### config.mk
export PLATFORM = sky130hd
export DESIGN_NAME = ps2_mouse_packet_tracker
export DESIGN_NICKNAME = d
export VERILOG_FILES = /design/src/hw/rtl/ps2mt_pkg.sv /design/src/hw/rtl/ps2_mouse_packet_tracker.sv /design/src/hw/rtl/ps2mt_cfg_regs.sv /design/src/hw/rtl/ps2mt_core.sv
export SDC_FILE = /design/constraint.sdc
export NUM_CORES = 1
export LEC_CHECK = 0
export BUFFER_PORTS_ARGS = -buffer_cell sky130_fd_sc_hd__buf_2
export CAP_MARGIN = 15
export CORE_MARGIN = 2
export CORE_UTILIZATION = 58
export DETAILED_ROUTE_END_ITERATION = 8
export GPL_TIMING_DRIVEN = 0
export HOLD_SLACK_MARGIN = 0.05
export PLACE_DENSITY = 0.81
export SYNTH_ARGS = -nofsm -noshare
export SYNTH_HDL_FRONTEND = slang
export SYNTH_SLANG_ARGS = --single-unit
### constraint.sdc
create_clock -name clk -period 5.2 [get_ports clk]
set_input_delay 0.26 -clock clk [delete_from_list [all_inputs] [get_ports clk]]
set_output_delay 0.26 -clock clk [all_outputs]
set_load 0.02 [all_outputs]
### src/hw/rtl/ps2mt_pkg.sv
// shared types, constants and helper functions for the ps/2 mouse packet tracker
package ps2mt_pkg;

  localparam int COORD_BITS = 13;
  localparam int SIZE_W = 14;
  localparam int POS_W = COORD_BITS + 2;
  localparam int LIM_W = (COORD_BITS + 2 > SIZE_W + 1) ? COORD_BITS + 2 : SIZE_W + 1;
  localparam int COORD_LIMIT = 1 << COORD_BITS;

  localparam int RESET_WIDTH = 1024;
  localparam int RESET_HEIGHT = 768;

  localparam int APB_DW = 32;
  localparam int APB_AW = 3;

  localparam logic [7:0] HDR_ALWAYS_ONE = 8'h08;
  localparam logic [7:0] HDR_X_SIGN = 8'h10;
  localparam logic [7:0] HDR_Y_SIGN = 8'h20;
  localparam logic [7:0] HDR_OVERFLOW = 8'hC0;
  localparam logic [7:0] HDR_BUTTONS = 8'h07;

  localparam logic REG_SCREEN_WIDTH = 1'b0;
  localparam logic REG_SCREEN_HEIGHT = 1'b1;

  typedef struct packed {
    logic [7:0] rx_byte;
    logic       from_aux;
  } in_item_t;

  typedef struct packed {
    logic [COORD_BITS-1:0] cursor_x;
    logic [COORD_BITS-1:0] cursor_y;
    logic [2:0]            button_bits;
    logic                  packet_applied;
    logic                  packet_dropped;
  } out_item_t;

  typedef struct packed {
    logic [SIZE_W-1:0] screen_width;
    logic [SIZE_W-1:0] screen_height;
  } cfg_t;

  function automatic logic [COORD_BITS-1:0] max_coord(input logic [SIZE_W-1:0] size);
    logic [LIM_W-1:0] s;
    s = LIM_W'(size);
    if (s == '0) return '0;
    if (s > LIM_W'(COORD_LIMIT)) return '1;
    return COORD_BITS'(s - LIM_W'(1));
  endfunction

  function automatic logic [COORD_BITS-1:0] clamp_coord(input logic signed [POS_W-1:0] v,
                                                        input logic [COORD_BITS-1:0] hi);
    if (v < 0) return '0;
    if (v > signed'(POS_W'(hi))) return hi;
    return COORD_BITS'(v);
  endfunction

endpackage

### src/hw/rtl/ps2_mouse_packet_tracker.sv
// top level of the ps/2 mouse packet tracker: input stage, result register, registers
//
// channel   direction  handshake             payload
// in        sink       in_valid / in_stall   in_data   (in_item_t)
// out       source     out_valid / out_stall out_data  (out_item_t)
// cfg       apb slave  psel / penable        paddr, pwdata, prdata
//
// one byte per cycle sustained unless out_stall backs up the result register; each transaction
// waits in the input register and leaves through the result register
// the packet state and cursor update in a single pass between the two registers
// rst is synchronous: cursor at the centre of the reset screen, expecting a header
// out_stall holds the result register and backs up into in_stall only when both
// the input register and the result register are full
module ps2_mouse_packet_tracker
  import ps2mt_pkg::*;
(
  input  logic              clk,
  input  logic              rst,
  input  logic              in_valid,
  output logic              in_stall,
  input  in_item_t          in_data,
  output logic              out_valid,
  input  logic              out_stall,
  output out_item_t         out_data,
  input  logic              psel,
  input  logic              penable,
  input  logic              pwrite,
  input  logic [APB_AW-1:0] paddr,
  input  logic [APB_DW-1:0] pwdata,
  output logic [APB_DW-1:0] prdata,
  output logic              pready
);

  cfg_t      cfg;
  logic      s1_valid;
  in_item_t  s1_item;
  logic      out_free;
  logic      step;
  out_item_t result;

  assign out_free = !out_valid || !out_stall;
  assign in_stall = s1_valid && !out_free;
  assign step = s1_valid && out_free;

  ps2mt_cfg_regs u_cfg_regs (
    .clk     (clk),
    .rst     (rst),
    .psel    (psel),
    .penable (penable),
    .pwrite  (pwrite),
    .paddr   (paddr),
    .pwdata  (pwdata),
    .prdata  (prdata),
    .pready  (pready),
    .cfg     (cfg)
  );

  ps2mt_core u_core (
    .clk    (clk),
    .rst    (rst),
    .step   (step),
    .item   (s1_item),
    .cfg    (cfg),
    .result (result)
  );

  always_ff @(posedge clk) begin
    if (rst) begin
      s1_valid <= 1'b0;
      out_valid <= 1'b0;
    end else begin
      if (!in_stall) begin
        s1_valid <= in_valid;
      end
      if (out_free) begin
        out_valid <= s1_valid;
      end
    end
  end

  always_ff @(posedge clk) begin
    if (!in_stall) begin
      s1_item <= in_data;
    end
    if (step) begin
      out_data <= result;
    end
  end

  a_held_item_kept: assert property (@(posedge clk) disable iff (rst)
    s1_valid && !out_free |=> s1_valid && $stable(s1_item))
    else $error("input register lost a waiting transaction");

  a_flags_exclusive: assert property (@(posedge clk) disable iff (rst)
    out_valid |-> !(out_data.packet_applied && out_data.packet_dropped))
    else $error("packet both applied and dropped");

  a_applied_in_bounds: assert property (@(posedge clk) disable iff (rst)
    step && result.packet_applied |->
      result.cursor_x <= max_coord(cfg.screen_width) &&
      result.cursor_y <= max_coord(cfg.screen_height))
    else $error("cursor outside the configured screen");

endmodule

### src/hw/rtl/ps2mt_cfg_regs.sv
// apb register file holding the screen size
module ps2mt_cfg_regs
  import ps2mt_pkg::*;
(
  input  logic              clk,
  input  logic              rst,
  input  logic              psel,
  input  logic              penable,
  input  logic              pwrite,
  input  logic [APB_AW-1:0] paddr,
  input  logic [APB_DW-1:0] pwdata,
  output logic [APB_DW-1:0] prdata,
  output logic              pready,
  output cfg_t              cfg
);

  logic reg_sel;
  logic wr_en;

  assign pready = 1'b1;
  assign reg_sel = paddr[2];
  assign wr_en = psel && penable && pwrite;

  always_ff @(posedge clk) begin
    if (rst) begin
      cfg.screen_width <= SIZE_W'(RESET_WIDTH);
      cfg.screen_height <= SIZE_W'(RESET_HEIGHT);
    end else if (wr_en) begin
      case (reg_sel)
        REG_SCREEN_WIDTH:  cfg.screen_width <= pwdata[SIZE_W-1:0];
        REG_SCREEN_HEIGHT: cfg.screen_height <= pwdata[SIZE_W-1:0];
        default: ;
      endcase
    end
  end

  always_comb begin
    case (reg_sel)
      REG_SCREEN_WIDTH:  prdata = APB_DW'(cfg.screen_width);
      REG_SCREEN_HEIGHT: prdata = APB_DW'(cfg.screen_height);
      default:           prdata = '0;
    endcase
  end

endmodule

### src/hw/rtl/ps2mt_core.sv
// packet assembly state machine, delta decode and cursor clamping
module ps2mt_core
  import ps2mt_pkg::*;
(
  input  logic      clk,
  input  logic      rst,
  input  logic      step,
  input  in_item_t  item,
  input  cfg_t      cfg,
  output out_item_t result
);

  typedef enum logic [1:0] {
    PH_HEADER = 2'd0,
    PH_XBYTE  = 2'd1,
    PH_YBYTE  = 2'd2
  } phase_t;

  localparam logic [COORD_BITS-1:0] RESET_X = COORD_BITS'(RESET_WIDTH / 2);
  localparam logic [COORD_BITS-1:0] RESET_Y = COORD_BITS'(RESET_HEIGHT / 2);

  phase_t                phase, phase_next;
  logic [7:0]            header_byte, header_byte_next;
  logic [7:0]            x_delta_byte, x_delta_byte_next;
  logic [COORD_BITS-1:0] pos_x, pos_x_next;
  logic [COORD_BITS-1:0] pos_y, pos_y_next;
  logic [2:0]            held_buttons, held_buttons_next;
  logic                  applied, dropped;

  logic signed [8:0]       dx, dy;
  logic signed [POS_W-1:0] nx, ny;

  assign dx = signed'({|(header_byte & HDR_X_SIGN), x_delta_byte});
  assign dy = signed'({|(header_byte & HDR_Y_SIGN), item.rx_byte});
  assign nx = signed'(POS_W'(pos_x)) + POS_W'(dx);
  assign ny = signed'(POS_W'(pos_y)) - POS_W'(dy);

  always_comb begin
    phase_next = phase;
    header_byte_next = header_byte;
    x_delta_byte_next = x_delta_byte;
    pos_x_next = pos_x;
    pos_y_next = pos_y;
    held_buttons_next = held_buttons;
    applied = 1'b0;
    dropped = 1'b0;
    if (item.from_aux) begin
      case (phase)
        PH_XBYTE: begin
          x_delta_byte_next = item.rx_byte;
          phase_next = PH_YBYTE;
        end
        PH_YBYTE: begin
          phase_next = PH_HEADER;
          if (|(header_byte & HDR_OVERFLOW)) begin
            dropped = 1'b1;
          end else begin
            pos_x_next = clamp_coord(nx, max_coord(cfg.screen_width));
            pos_y_next = clamp_coord(ny, max_coord(cfg.screen_height));
            held_buttons_next = header_byte[2:0] & HDR_BUTTONS[2:0];
            applied = 1'b1;
          end
        end
        default: begin
          phase_next = PH_HEADER;
          if (|(item.rx_byte & HDR_ALWAYS_ONE)) begin
            header_byte_next = item.rx_byte;
            phase_next = PH_XBYTE;
          end
        end
      endcase
    end
  end

  always_ff @(posedge clk) begin
    if (rst) begin
      phase <= PH_HEADER;
      header_byte <= '0;
      x_delta_byte <= '0;
      pos_x <= RESET_X;
      pos_y <= RESET_Y;
      held_buttons <= '0;
    end else if (step) begin
      phase <= phase_next;
      header_byte <= header_byte_next;
      x_delta_byte <= x_delta_byte_next;
      pos_x <= pos_x_next;
      pos_y <= pos_y_next;
      held_buttons <= held_buttons_next;
    end
  end

  assign result.cursor_x = pos_x_next;
  assign result.cursor_y = pos_y_next;
  assign result.button_bits = held_buttons_next;
  assign result.packet_applied = applied;
  assign result.packet_dropped = dropped;

  a_packet_end_to_header: assert property (@(posedge clk) disable iff (rst)
    step && (applied || dropped) |=> phase == PH_HEADER)
    else $error("packet end did not return to header phase");

  a_non_aux_holds: assert property (@(posedge clk) disable iff (rst)
    step && !item.from_aux |=> $stable(pos_x) && $stable(pos_y) && $stable(phase))
    else $error("non-auxiliary byte changed tracker state");

  a_drop_holds_pos: assert property (@(posedge clk) disable iff (rst)
    step && dropped |=> $stable(pos_x) && $stable(pos_y) && $stable(held_buttons))
    else $error("dropped packet moved the cursor");

endmodule

# == Word level (Yosys, flattened, before mapping) ==
# Index checks and enable logic that the tools add are counted.
# word_totals
ff_bits,117
latch_bits,0
ramBits,0
mem_bits_ro,0
inputBits,51
out_inout_bits,66
word_cells,121
mem_count,0
# classes
add_sub_neg,4
n_mul,0
div_mod_pow,0
order_cmp,6
n_eq_ne,2
n_shift,0
muxes,72
bitwise_logic,2
reduce_logical,18
# op_table
op,n
13-bit 2-to-1 mux,28
32-bit case mux with 2 select lines,1
1-bit 2-to-1 mux,39
15-bit by 14-bit greater-than comparator with 1-bit output,2
15-bit by 1-bit less-than comparator with 1-bit output (second input constant),2
14-bit greater-than comparator (second input constant),2
14-bit logical NOT,2
13-bit by 1-bit subtractor with 13-bit output (second input constant),2
14-bit by 9-bit adder with 15-bit output,1
14-bit by 9-bit subtractor with 15-bit output,1
3-bit 2-to-1 mux,3
2-bit AND reduction,4
1-bit logical AND,4
2-bit case mux with 2 select lines,1
4-bit AND reduction,1
2-bit OR reduction,2
1-bit logical NOT,3
3-bit AND reduction,1
2-bit by 1-bit equality test with 1-bit output (second input constant),1
2-bit equality test (second input constant),1
1-bit inverter,2
1-bit logical OR,1

# == Logic depth before layout (Yosys ltp) ==
# Gate-level depths: netlist of run 1.
# logic_depth
word_depth,25
ltp_mapped,20
mapped_depth_nobuf,19

# == Modules after synthesis ==
# A second synthesis of run 1 with hierarchy kept.
# unflattened
cells_unflattened,883
hier_area_um2,7713.6
# modules_own_cells
mod,n_inst,cells_per_inst,area_per_inst_um2,seq_area_each_um2
ps2mt_core,1,685,4909.7,920.9
ps2mt_cfg_regs,1,149,1520.2,560.5
ps2_mouse_packet_tracker,1,49,1283.7,1241.2

# == Worst setup path after synthesis of run 1 ==
# Ideal clock, no wire load.
# synth_path
kind,flip-flop to flip-flop
start,"register, netlist name u_cfg_regs.cfg[0]"
end,register out_data[10] in the netlist's numbering (data pin)
setup_ps,257
t_arrival_ps,3988
t_required_ps,4943
slack_ps,954
path_stages_with_launch,18
n_path_buf,2
synth_period_minus_slack_ps,4246
path_cell_list,dfxtp_1 -> inv_1 -> ha_1 -> or3b_1 -> or3_1 -> clkbuf_1 -> nor4_2 -> nand2_1 -> a21oi_1 -> ha_1 -> a2111o_1 -> a31oi_1 -> o21ai_0 -> a21oi_1 -> o22a_1 -> buf_2 -> mux2i_1 -> nand2_1
# synth_rtl
item,line,source
end signal: assignment,ps2_mouse_packet_tracker.sv:86,out_data <= result;
end: declaration,ps2_mouse_packet_tracker.sv:24,"output out_item_t out_data,"

==> results of run 1 <==
==> metrics by stage <==
step           setup slack, ps  util (%)
2_1_floorplan              954         -
3_3_place_gp               226      64.7
3_5_place_dp               178      64.8
4_1_cts                    152      69.9
5_1_grt                   51.3      70.1
6_report                   346      70.1
==> what timing repair did <==
action | CTS | global route
hold endpoints to repair | 9 | 0
gates resized for setup | 0 | 4
buffers inserted | 0 | 0
hold buffers | 9 | 0
setup endpoints to repair | 0 | 13
==> cell usage after synthesis (all sizes together), types with 4 or more instances <==
library cell  number
a21o              13
nand2            157
inv               40
o21ai             35
dfxtp             76
nor3              18
nor2              80
mux2i              8
mux2              11
o211ai            14
a311oi             6
a21oi            105
edfxtp            40
xor2              18
o221ai             5
clkbuf            39
o31a               5
buf               26
nor4               8
o31ai             15
or3                6
or4                4
nand2b             6
xnor2             15
o21bai             5
nor2b              4
nand3             23
o21a              10
ha                58
nor3b              6
o311ai            13
and2               6
nand4             20
a211oi             6
a31oi              8
==> final cells by class <==
class                           count  area, um2
Multi-Input combinational cell    754       4840
Sequential cell                   116       2720
Tap cell                          176        220
Buffer                             65        330
Fill cell                        1064       4000
Inverter                           41        154
Timing Repair Buffer               86        490
Clock buffer                       19        443
Clock inverter                     13        149
==> layer usage <==
metal  up-vias  global-route usage, %
li1       3703                      -
met1      3534                   42.3
met2       467                   47.6
met3        61                   6.81
met4         0                   11.1
met5         -                      0
==> worst min-delay path, cell delays in order <==
cell and delay, ps:
buf_2 90, nand2_1 40, nand3b_1 60
==> worst paths after layout <==
path                           from           endpoint  slack, ps  depth (start not counted)
setup / recovery  u_cfg_regs.cfg[0]        out_data[6]        350                         17
hold / removal            pwdata[9]  u_cfg_regs.cfg[9]         60                          3
setup reg to reg  u_cfg_regs.cfg[0]        out_data[6]        350                         17
hold reg to reg     u_core.pos_y[2]    u_core.pos_y[2]        480                          2
==> logic make-up after synthesis <==
| kind of cell | share of synthesized area (%) |
|---|---|
| other | 0.0943 |
| AND/OR/NAND/NOR | 20.7 |
| adder cells (fa/ha/maj) | 9.86 |
| flip-flops | 34.2 |
| buffers and inverters | 6.06 |
| multiplexers | 2.56 |
| AO/OA/AOI/OAI | 22.9 |
| XOR/XNOR | 3.63 |
==> sequential cells by signal, indices dropped and copies added, names as in the netlist <==
name	flops
u_core.x_delta_byte	8
out_valid	1
u_core.pos_x	13
u_core.header_byte	7
u_core.held_buttons	3
u_cfg_regs.cfg	28
out_data	31
s1_item	9
u_core.pos_y	13
u_core.phase	2
s1_valid	1
==> report_power, final <==
| group | total [W] | internal (W) | switching [W] |
|---|---|---|---|
| Clock | 0.00118 | 0.000725 | 0.000454 |
| Combinational | 0.000528 | 0.000198 | 0.000329 |
| Sequential | 0.000986 | 0.000966 | 0.0000204 |
==> impl_metrics.toml, run 1 <==
[floorplanning]
dieArea_um2 = 14700
std_cell_rows = 42
die_y_um = 121
io_pins = 117
initial_utilization_pct = 59.7
die_w_um = 121
core-area_um2 = 13300

[sta]
setup-violations-final = 0
fmax_ghz = 0.206
period_minus_slack_ps = 4850
rsz0062_at_grt = "false"
fin_crit_sh_pct = 93.3
timing.final.hold_violations = 0
fin_hold_ws_ps = 61.6
fin_skew_ps = 6.76
tightestPinTransition_ps = 689
final_max_slew_viol_count = 0
maxSlewHeadroom_pct = 53.8
setup_tns_ps = 0

[synthesis]
synth_seq_cells = 116
avgSynthCellArea_um2 = 8.31
yosysTopAreaCell = "dfxtp_1"
synth_top_area_share_pct = 19.1
seq_area_frac_synth_pct = 34.2
synth_area_um2 = 7970
yosys-top-cells-area = "dfxtp_1, edfxtp_1, ha_1, nand2_1, a21oi_1"
synth_edf_count = 40
ys_types = 78
syn_inst = 959
synth-async-reset-ratio_pct = 0
ys_warn_count = 0
synth-main-ff-cell = "dfxtp_1"

[finish]
nets = 1192
drive_above_1_share_pct = 15.8
antenna_cells = 0
final_cell_mix = "nand2_1, a21oi_1, buf_2"
area_growth_pct = 17.4
finalInstanceArea_um2 = 9350
final_common_cell = "nand2_1"
instances_no_fill = 1270

[worst_setup_path]
crit_chain = "inv_1, ha_1, or3b_1, or3_1, clkbuf_1, nor4_4, nand2_1, a21oi_1, ha_1, a2111o_1, a31oi_1, o21ai_0, o2bb2a_2, o22a_1, buf_2, mux2i_1, nand2_1"
crit_path_max_fanout = 10
crit_family = "compound AO/OA/AOI/OAI gates"
required_ps = 5370
arrival_ps = 5030
critPathBufInv = 3
slowest_delay_ps = 410
end_kind = "register"
criticalPathCategory = "reg -> reg"
startpoint_type = "register"
crit_slowest_cell = "a2111o_1"

[power]
power_leakage_nw = 4.04
p_total_w = 0.00269
cellPowerDensity_nw_per_um2 = 288
ir_drop_mv = 0.262

[clocking]
numCtsBuffers = 17
clock-sinks = 116
clkTransAtPathRegs_ps = 60
clkLatencyLatePin_ps = 420
clock_path_buffers = 2
root_buffer = "clkbuf_16"
htreeDepth = 4
cts_tree = "built"

[worst_hold_path]
hp-class = "in -> reg"

[placed_design]
buffer_ports.inserted = 76
dp_hpwl_mm = 16.4
routabilityCongestion = 0.993
dpl-instance-area_um2 = 8650
place_inst = 1229

[routing]
wl_per_cell_um = 17.4
viasPerCell = 6.11
met1_length_mm = 9.49
wl_met2_mm = 9.69
dr.max_layer_used = "met4"
drc = 0
postRouteWirelength_mm = 22.1
drt_pre_antenna_iters = 6
wl_met3_mm = 2.29
via_count = 7765
drtIter0Drc = 865
drtAntennaViolNets = 0

[global_routing]
grt_usage_pct = 30.7
grt_pass1_wl_mm = 35.1
grt-ovfl-total = 0
grt_max_degree = 38
grt_pass1_vias = 6904
antenna_found_initial = 0

[run_status]
status = "complete, no violations"

[job]
cap_violations = 0
Power figures use the tool's default switching activity.
==> run 2, diff against run 1 <==
--- a/config.mk
+++ b/config.mk
@@ -8,11 +8,11 @@
 export BUFFER_PORTS_ARGS = -buffer_cell sky130_fd_sc_hd__buf_2
 export CAP_MARGIN = 15
 export CORE_MARGIN = 2
-export CORE_UTILIZATION = 58
+export CORE_UTILIZATION = 50
 export DETAILED_ROUTE_END_ITERATION = 8
 export GPL_TIMING_DRIVEN = 0
 export HOLD_SLACK_MARGIN = 0.05
-export PLACE_DENSITY = 0.81
+export PLACE_DENSITY = 0.71
 export SYNTH_ARGS = -nofsm -noshare
 export SYNTH_HDL_FRONTEND = slang
 export SYNTH_SLANG_ARGS = --single-unit
==> constraint.sdc (replaced) <==
create_clock -name clk -period 5.4 [get_ports clk]
set_input_delay 0.27 -clock clk [delete_from_list [all_inputs] [get_ports clk]]
set_output_delay 0.27 -clock clk [all_outputs]
set_load 0.02 [all_outputs]
==> impl_metrics.toml, run 2 (synthesis results as in run 1) <==
[routing]
drt_pre_antenna_iters = 5
postRouteWirelength_mm = 22.5
drc = 0
viasPerCell = 5.75
via_count = 7530
drtAntennaViolNets = 0
drtIter0Drc = 659
wl_per_cell_um = 17.2

[worst_setup_path]
crit_chain = "ha_1, inv_1, fa_1, a211oi_1, o21bai_1, a21oi_1, o21ai_0, a21boi_0, xor2_1, ha_1, o21a_1, a21oi_1, o21ai_0, o2bb2a_1, o22a_1, buf_2, mux2i_1, nand2_1"
crit_slowest_cell = "edfxtp_1"
crit_family = "compound AO/OA/AOI/OAI gates"
arrival_ps = 5200
required_ps = 5570
end_kind = "register"
slowest_delay_ps = 460
crit_path_max_fanout = 10
criticalPathCategory = "reg -> reg"
startpoint_type = "register"
critPathBufInv = 2

[sta]
maxSlewHeadroom_pct = 49.5
fmax_ghz = 0.199
setup-violations-final = 0
fin_crit_sh_pct = 93.1
timing.final.hold_violations = 0
fin_skew_ps = 7.27
final_max_slew_viol_count = 0
period_minus_slack_ps = 5030
tightestPinTransition_ps = 752
setup_tns_ps = 0
rsz0062_at_grt = "false"

[power]
ir_drop_mv = 0.287
p_switching_w = 0.000753
power_leakage_nw = 4.03
p_comb_share_pct = 19.9
pwr-share-clk_pct = 42.8
p_int_w = 0.00179
cellPowerDensity_nw_per_um2 = 272
seqPwrFrac_pct = 37.3
sw_frac_of_total_pct = 29.6

[global_routing]
grt_max_degree = 30
grt-ovfl-total = 0
grt_pass1_vias = 6712
grt_pass1_wl_mm = 35.4
grt_usage_pct = 27.3
antenna_found_initial = 0

[floorplanning]
dieArea_um2 = 17000
die_y_um = 130
core-area_um2 = 15700
initial_utilization_pct = 50.7
die_w_um = 130
io_pins = 117
std_cell_rows = 46

[clocking]
cts_tree = "built"
clock-sinks = 116
clock_path_buffers = 2
root_buffer = "clkbuf_16"
numCtsBuffers = 17
htreeDepth = 4
post_cts_buffers = 0
clkLatencyLatePin_ps = 420
clkTransAtPathRegs_ps = 60

[finish]
multi_input_area_um2 = 4840
largest_reg_flops = 31
reg_top3 = "out_data (31), u_cfg_regs.cfg (28)"
top_register = "out_data"
nets = 1192
instances_no_fill = 1310
final_cell_mix = "nand2_1, a21oi_1, buf_2"
antenna_cells = 0
area_growth_pct = 17.6
regArea_um2 = 2720
fillers = 1437
utilization_pct = 59.6
drive_above_1_share_pct = 15.4
final_common_cell = "nand2_1"

[job]
cap_violations = 0

[placed_design]
buffer_ports.inserted = 76
place_inst = 1269
dp_hpwl_mm = 16.9
routabilityCongestion = 0.953

[run_status]
status = "complete, no violations"

[worst_hold_path]
hp-class = "in -> reg"
-- run 2: cell count changes in the layout (fill, tap and decap cells not counted), sizes merged --
cell,change
clkbuf,-1
clkinv,+2
inv,-1
-- run 2: per-layer routing --
metal	global-route usage, %	wire [um]	up-vias
li1	-	-	3716
met1	37.7	10300	3443
met2	42.1	9840	332
met3	7.05	1910	39
met4	8.60	473	0
met5	0	0	-
-- run 2: area by class of cell --
cell class | instances | share of cell area (%)
Clock inverter | 14 | 1.46
Multi-Input combinational cell | 754 | 51.6
Clock buffer | 18 | 4.58
Timing Repair Buffer | 86 | 5.24
Inverter | 41 | 1.64
Tap cell | 216 | 2.88
Sequential cell | 116 | 29.1
Buffer | 65 | 3.53
-- run 2: through the flow --
| stage | hold slack [ps] | area [um2] | power (W) | setup slack, ps |
|---|---|---|---|---|
| floorplan | 369 | 8030 | 0.00133 | 1150 |
| global placement | 448 | 8680 | 0.00145 | 419 |
| detailed placement | 448 | 8700 | 0.00145 | 405 |
| CTS | 58.9 | 9360 | 0.00255 | 385 |
| global route | 91.0 | 9370 | 0.00265 | 49.9 |
| finish | 75.0 | 9370 | 0.00255 | 370 |
-- run 2: what timing repair did --
item / in CTS / in global routing
resized for setup: 0 / 2
hold buffers: 9 / 0
endpoints found under the setup margin: 0 / 12
endpoints found under the hold margin: 9 / 0
-- run 2: worst reg2reg max path, stage by stage (launching register included) --
cell      delay [ps]
edfxtp_1         460
ha_1             210
inv_1             60
fa_1             410
a211oi_1         320
o21bai_1         120
a21oi_1          320
o21ai_0          190
a21boi_0         250
xor2_1           270
ha_1             290
o21a_1           110
a21oi_1          170
o21ai_0          190
o2bb2a_1         390
o22a_1           300
buf_2            290
mux2i_1          350
nand2_1           90
-- run 2: power by group through the flow --
| stage | Sequential (W) | Clock (W) | Combinational, W |
|---|---|---|---|
| 6_report | 0.000950 | 0.00109 | 0.000506 |
| 3_5_place_dp | 0.000968 | 0 | 0.000486 |
| 4_1_cts | 0.000950 | 0.00110 | 0.000496 |
| 5_1_grt | 0.000953 | 0.00114 | 0.000557 |
| 3_3_place_gp | 0.000968 | 0 | 0.000482 |
| 2_1_floorplan | 0.000975 | 0 | 0.000352 |
-- run 2: path summary, 6_finish.rpt --
| path | cells after the start | slack, ps | to | start |
|---|---|---|---|---|
| worst max-delay path | 18 | 370 | out_data[6] | s1_item[1] |
| worst min-delay path | 3 | 80 | u_cfg_regs.cfg[9] | pwdata[9] |
| worst max register to register | 18 | 370 | out_data[6] | s1_item[1] |
| worst min register to register | 2 | 480 | u_core.phase[1] | u_core.phase[1] |
==> run 3, diff against run 2 <==
--- a/config.mk
+++ b/config.mk
@@ -12,7 +12,7 @@
 export DETAILED_ROUTE_END_ITERATION = 8
 export GPL_TIMING_DRIVEN = 0
 export HOLD_SLACK_MARGIN = 0.05
-export PLACE_DENSITY = 0.71
+export PLACE_DENSITY = 0.74
 export SYNTH_ARGS = -nofsm -noshare
 export SYNTH_HDL_FRONTEND = slang
 export SYNTH_SLANG_ARGS = --single-unit
==> constraint.sdc (replaced) <==
create_clock -name clk -period 4.4 [get_ports clk]
set_input_delay 0.22 -clock clk [delete_from_list [all_inputs] [get_ports clk]]
set_output_delay 0.22 -clock clk [all_outputs]
set_load 0.02 [all_outputs]
==> impl_metrics.toml, run 3 (synthesis results as in run 1) <==
[run_status]
status = "complete, no violations"

[worst_setup_path]
criticalPathCategory = "reg -> reg"
end_kind = "register"
cp-startpoint = "s1_item[1]"
reg2reg_to = "out_data[5]"
rrSetupSlack_ps = 40
path_depth = 20
crit_chain = "ha_2, inv_1, fa_2, a211oi_2, o21bai_1, a21oi_2, o21ai_1, a21boi_1, xor2_1, ha_1, nand2_1, nor2_1, o21ai_1, o21ai_2, o2bb2a_4, o22a_4, buf_8, o211ai_1, buf_4, nand2_2"
r2r_cells = 20
startpoint_type = "register"
crit_path_frequent_cell = "o21ai_1"
crit_family = "compound AO/OA/AOI/OAI gates"
crit_path_max_fanout = 5
crit_slowest_cell = "edfxtp_1"
cp-endpoint = "out_data[5]"
critPathBufInv = 3
arrival_ps = 4550
rr_startpoint = "s1_item[1]"
required_ps = 4580
slowest_delay_ps = 420

[finish]
largest_reg_flops = 31
final_cell_mix = "nand2_1, a21oi_1, nor2_1"
area_growth_pct = 24.9
final_common_cell = "nand2_1"
finalInstanceArea_um2 = 9940
reg_top3 = "out_data (31), u_cfg_regs.cfg (28)"
top_register = "out_data"
antenna_cells = 0
utilization_pct = 63.3
drive_above_1_share_pct = 21.0
nets = 1227

[routing]
postRouteWirelength_mm = 23.9
wl_met3_mm = 1.98
dr.max_layer_used = "met4"
via_count = 7884
drtIter0Drc = 731
drtAntennaViolNets = 0
met1_length_mm = 10.3
wl_per_cell_um = 17.8
drt_pre_antenna_iters = 5
drc = 0
viasPerCell = 5.86
wl_met2_mm = 10.9

[clocking]
clkTransAtPathRegs_ps = 60
cts_tree = "built"
clock_path_buffers = 2
numCtsBuffers = 17
clkLatencyLatePin_ps = 440
root_buffer = "clkbuf_16"
clock-sinks = 116
htreeDepth = 4

[worst_hold_path]
hp-class = "in -> reg"

[sta]
setup-violations-final = 0
fin_crit_sh_pct = 99.2
tightestPinTransition_ps = 709
final_max_slew_viol_count = 0
timing.final.hold_violations = 0
fmax_ghz = 0.229
fin_hold_ws_ps = 43.3
period_minus_slack_ps = 4360
finalWorstSetupSlack_ps = 35.4
maxSlewHeadroom_pct = 52.7
setup_tns_ps = 0
fin_skew_ps = 12.2

[placed_design]
pre_cts_slack_ps = -631
dpl-instance-area_um2 = 8700
buffer_ports.inserted = 76
routabilityCongestion = 0.965
dp_hpwl_mm = 17.0

[floorplanning]
std_cell_rows = 46
initial_utilization_pct = 50.7
die_w_um = 130
core-area_um2 = 15700
die_y_um = 130
io_pins = 117
dieArea_um2 = 17000

[global_routing]
grt_pass1_vias = 7050
grt_usage_pct = 27.9
antenna_found_initial = 0
grt_max_degree = 29
grt-ovfl-total = 0
grt_pass1_wl_mm = 36.3

[job]
cap_violations = 0

[power]
ir_drop_mv = 0.311
cellPowerDensity_nw_per_um2 = 326
power_leakage_nw = 4.20
[run 3: cell count changes in the layout (fill, tap and decap cells not counted), moves of 6 or more]
cell / delta
o21ai_0: -6
a21oi_1: -7
dlygate4sd3_1: +12
buf_4: +24
[run 3: worst min-delay path by stage]
stage	from	end	slack, ps	cells after the start
after floorplan	in_data[0]	s1_item[0]	320	0
after global placement	in_data[5]	s1_item[5]	400	1
after detailed placement	in_data[4]	s1_item[4]	400	1
after CTS	out_stall	out_valid	50	3
after global routing	pwdata[2]	u_cfg_regs.cfg[2]	60	3
final	pwdata[2]	u_cfg_regs.cfg[2]	40	3
[run 3: area by class of cell]
| class | instances | area, um2 |
|---|---|---|
| Tap cell | 216 | 270 |
| Fill cell | 1329 | 5770 |
| Clock inverter | 14 | 116 |
| Multi-Input combinational cell | 754 | 5100 |
| Timing Repair Buffer | 122 | 808 |
| Sequential cell | 116 | 2730 |
| Buffer | 64 | 342 |
| Clock buffer | 18 | 429 |
| Inverter | 41 | 154 |
[run 3: worst reg2reg max path: cells and delay by family, from the launching register on]
kind	cells	cell delay [ps]
flip-flops	1	420
AND/OR/NAND/NOR	3	230
XOR/XNOR	1	270
buffers and inverters	3	390
adder cells (fa/ha/maj)	3	840
AO/OA/AOI/OAI	10	1970
[run 3: where the power goes]
group | leakage, nW | switching [W] | internal, W
combinational | 2.93 | 0.000437 | 0.000328
clock | 0.262 | 0.000576 | 0.000734
sequential | 1.01 | 0.0000250 | 0.00114
[run 3: timing repair]
| action | CTS | global route |
|---|---|---|
| setup endpoints to repair | 49 | 51 |
| pin swaps | 6 | 24 |
| endpoints found under the hold margin | 26 | 0 |
| cloned | 0 | 1 |
| gates resized for setup | 28 | 42 |
| setup buffers | 9 | 14 |
| hold buffers | 21 | 0 |
[run 3: metal layers]
metal | vias up | GRT usage (%)
met5 | - | 0
met4 | 0 | 11.4
met3 | 63 | 6.07
met2 | 386 | 44.1
met1 | 3664 | 37.0
li1 | 3771 | -
[run 3: through the flow]
stage	power [W]	instances
floorplan	0.00163	976
global placement	0.00178	1268
detailed placement	0.00178	1269
CTS	0.00312	1330
global route	0.00335	1345
finish	0.00324	1345
